[config.mk]
export PLATFORM = sky130hd
export DESIGN_NAME = sfce_ram
export DESIGN_NICKNAME = d
export VERILOG_FILES = /design/src/sfce_ram.sv
export SDC_FILE = /design/constraint.sdc
export NUM_CORES = 2
export LEC_CHECK = 0
export BUFFER_PORTS_ARGS = -buffer_cell sky130_fd_sc_hd__clkbuf_2
export CORE_MARGIN = 3
export CORE_UTILIZATION = 30
export DETAILED_ROUTE_END_ITERATION = 6
export PLACE_DENSITY = 0.45
export SYNTH_ARGS = -nofsm -noshare
export SYNTH_HDL_FRONTEND = slang
export SYNTH_SLANG_ARGS = --single-unit
[constraint.sdc]
create_clock -name clk -period 3.7 [get_ports clk]
set_input_delay 0.37 -clock clk [delete_from_list [all_inputs] [get_ports clk]]
set_output_delay 0.37 -clock clk [all_outputs]
set_load 0.005 [all_outputs]
[src/sfce_ram.sv]
// Generic single-port synchronous RAM with a registered read port.
// No dependencies; used by the command engine for the flash byte store.
module sfce_ram #(
    parameter int WIDTH = 8,
    parameter int DEPTH = 256
) (
    input  logic                     clk,
    input  logic                     en,
    input  logic                     we,
    input  logic [$clog2(DEPTH)-1:0] addr,
    input  logic [WIDTH-1:0]         wdata,
    output logic [WIDTH-1:0]         rdata
);

    logic [WIDTH-1:0] mem [DEPTH];

    // One access per cycle: write, or read with the data registered in rdata.
    always_ff @(posedge clk)
    begin
        if (en)
        begin
            if (we)
            begin
                mem[addr] <= wdata;
            end
            else
            begin
                rdata <= mem[addr];
            end
        end
    end

endmodule
==> results.yml <==
run_status:
  status: "completed"
floorplanning:
  ioPinCount: 27
  fp.dieH_um: 517
  coreArea_um2: 260000
  die_area_um2: 267000
  initial_core_util: 0.302
  rows: 187
  die_w_um: 517
critical_path:
  critPathRequiredTime_ps: 4250
  path_class: "input port to flip-flop"
  worstPathArrival_ps: 3770
  critPathMaxFanout: 17
  r2r_cells: 6
  critPathCaptureType: "flip-flop"
  cp_slowest_cell: "o41ai_1"
  path_cells: "buf_8, buf_12, buf_12, buf_4, buf_4, mux4_2, a22oi_1, a21oi_1, o41ai_1, nand4_1"
  cp-start-kind: "input port"
  slowest_delay_ps: 1150
power:
  combPwrFrac: 0.047
  power_frac_clock: 0.429
  power_switching_uw: 10600
  p_int_uw: 38300
  power_leakage_uw: 0.0289
  pwr-share-seq: 0.524
  peakVddDrop_mv: 0.558
  switching_share: 0.217
  power_density_nw_per_um2: 526
route:
  drt_wl_total_um: 222000
  drtPass1Iterations: 5
  num_vias: 38500
  ant_nets: 0
  wl_per_cell_um: 29.0
  drc: 0
  via_per_inst: 5.03
  dr.first_iter.drc_count: 3852
placement:
  hpwl_um: 138000
  numPortBuffers: 26
  pre_cts_ws_ps: -534
  finalWeightedCongestion: 0.785
synth:
  syn_area_um2: 78400
  seq_area_frac_synth: 0.788
  synthTopCellsByArea: "edfxtp_1, mux4_2, a22oi_1"
  syn_inst: 3526
  ys_warn_count: 0
  avgSynthCellArea_um2: 22.2
  syn_nets: 3545
  synth-seq-cells: 2056
  ys_types: 21
  synth_top_area_frac: 0.788
  synth_area_leader_cell: "edfxtp_1"
flow_run:
  cap_violations: 0
grt:
  grt_max_degree: 140
  grt_use_total: 0.165
  grt_pass1_wl_um: 314000
  grt_antenna_before_repair: 8
  grt_pass1_vias: 39700
  overflow: 0
hold_path:
  hold_path_depth: 1
  worstHoldPathType: "input port to flip-flop"
sta:
  worst_pin_slew_ps: 1300
  setup_viol: 0
  timing.hold.ws_ps: 60.7
  relSlewSlack: 0.121
  rsz0062_at_grt: "false"
  slew_viol_final: 0
  finalHoldViolCount: 0
  clock.fmax_mhz: 310
  finalCriticalPeriod_ps: 3220
  post-route-period-util: 0.871
  fin_worst_skew_ps: 28.9
  setup_slack_ps: 477
cts:
  clockRootBuffer: "clkbuf_16"
  htreeDepth: 4
  cts_tree: "yes"
  clock_latency_ps: 850
  post-cts-setup-buffers: 0
  clockBufferDepth: 3
  path_clk_slew_ps: 60
  cts_made_buffers: 213
  cts.sinks: 2056
layout:
  fin_nets: 4071
  areaGrowthSynthToFinish_pct: 18.9
  final_common_cell: "edfxtp_1"
  drive_gt1_frac: 0.325
  layout_common_cells: "edfxtp_1, mux4_2, buf_4"
worst max-delay path, delay by kind of cell:
family / cells / cell delay (ps)
AO/OA/AOI/OAI: 3 / 1470
multiplexers: 1 / 500
AND/OR/NAND/NOR: 1 / 180
buffers and inverters: 5 / 1200
flip-flops by register name, indices dropped and copies added (netlist names):
name	flops
mem	2048
rdata	8
area by class of cell:
type,count,area (µm²)
fill,23900,167000
sequential,2056,61700
multi-input combinational,1245,15700
clock buffer,253,5520
timing repair buffer,536,4650
tap,3402,4260
clock inverter,149,1290
antenna,2,5.00
through the flow:
stage               total power [µW]  cells  instance area [µm²]  utilization  setup TNS, ps
finish                         49000   7643                93200        0.359              0
global route                   50600   7642                93200        0.359              0
CTS                            49600   7640                93200        0.359              0
detailed placement             28500   7236                86300        0.332          -2110
global placement               28500   7236                86300        0.332          -2890
floorplan                      27300   3526                78400            -              0
power by group through the flow:
stage                     Clock [µW]  Combinational [µW]  Sequential, µW
after floorplan                    0                1100           26200
after global placement             0                2360           26200
after detailed placement           0                2370           26200
after CTS                      21500                2380           25700
after global routing           22500                2460           25700
final                          21000                2310           25700
final timing paths:
kind                                             from               endpoint  slack (ps)
worst min register to register   mem[98][5]$_DFFE_PP_     rdata[5]$_DFFE_PP_        1130
worst max register to register  mem[163][0]$_DFFE_PP_     rdata[0]$_DFFE_PP_         580
worst max-delay path                          addr[0]     rdata[0]$_DFFE_PP_         480
worst min-delay path                         wdata[6]  mem[196][6]$_DFFE_PP_          60
cell usage after synthesis, drive strengths merged:
library cell,n
edfxtp,2056
mux4,512
nor2,259
a22oi,256
clkbuf,143
a21oi,128
buf,82
o41ai,32
nand2,30
nand4,8
nor2b,7
nand3,4
and2,2
nand2b,2
nor3b,2
and4,1
nor3,1
or2,1
per-layer routing:
metal / wire (µm) / vias to the layer above / GRT usage
met5: 0 / - / 0
met2: 106000 / 1051 / 0.264
met1: 101000 / 21100 / 0.239
li1: - / 16100 / -
met4: 3550 / 0 / 0.0322
met3: 11400 / 237 / 0.0264
kinds of logic after synthesis:
kind of cell / after synthesis / share of synthesized area
buf+inv: 225 / 0.0128
simple gates: 317 / 0.0161
mux: 512 / 0.147
flops: 2056 / 0.788
compound gates: 416 / 0.0363
repair_timing:
action,4_1_cts,5_1_grt
hold endpoints to repair,58,0
hold buffers,2,0
gates resized for setup,0,0
No activity file was read; power rests on OpenSTA's default activity.
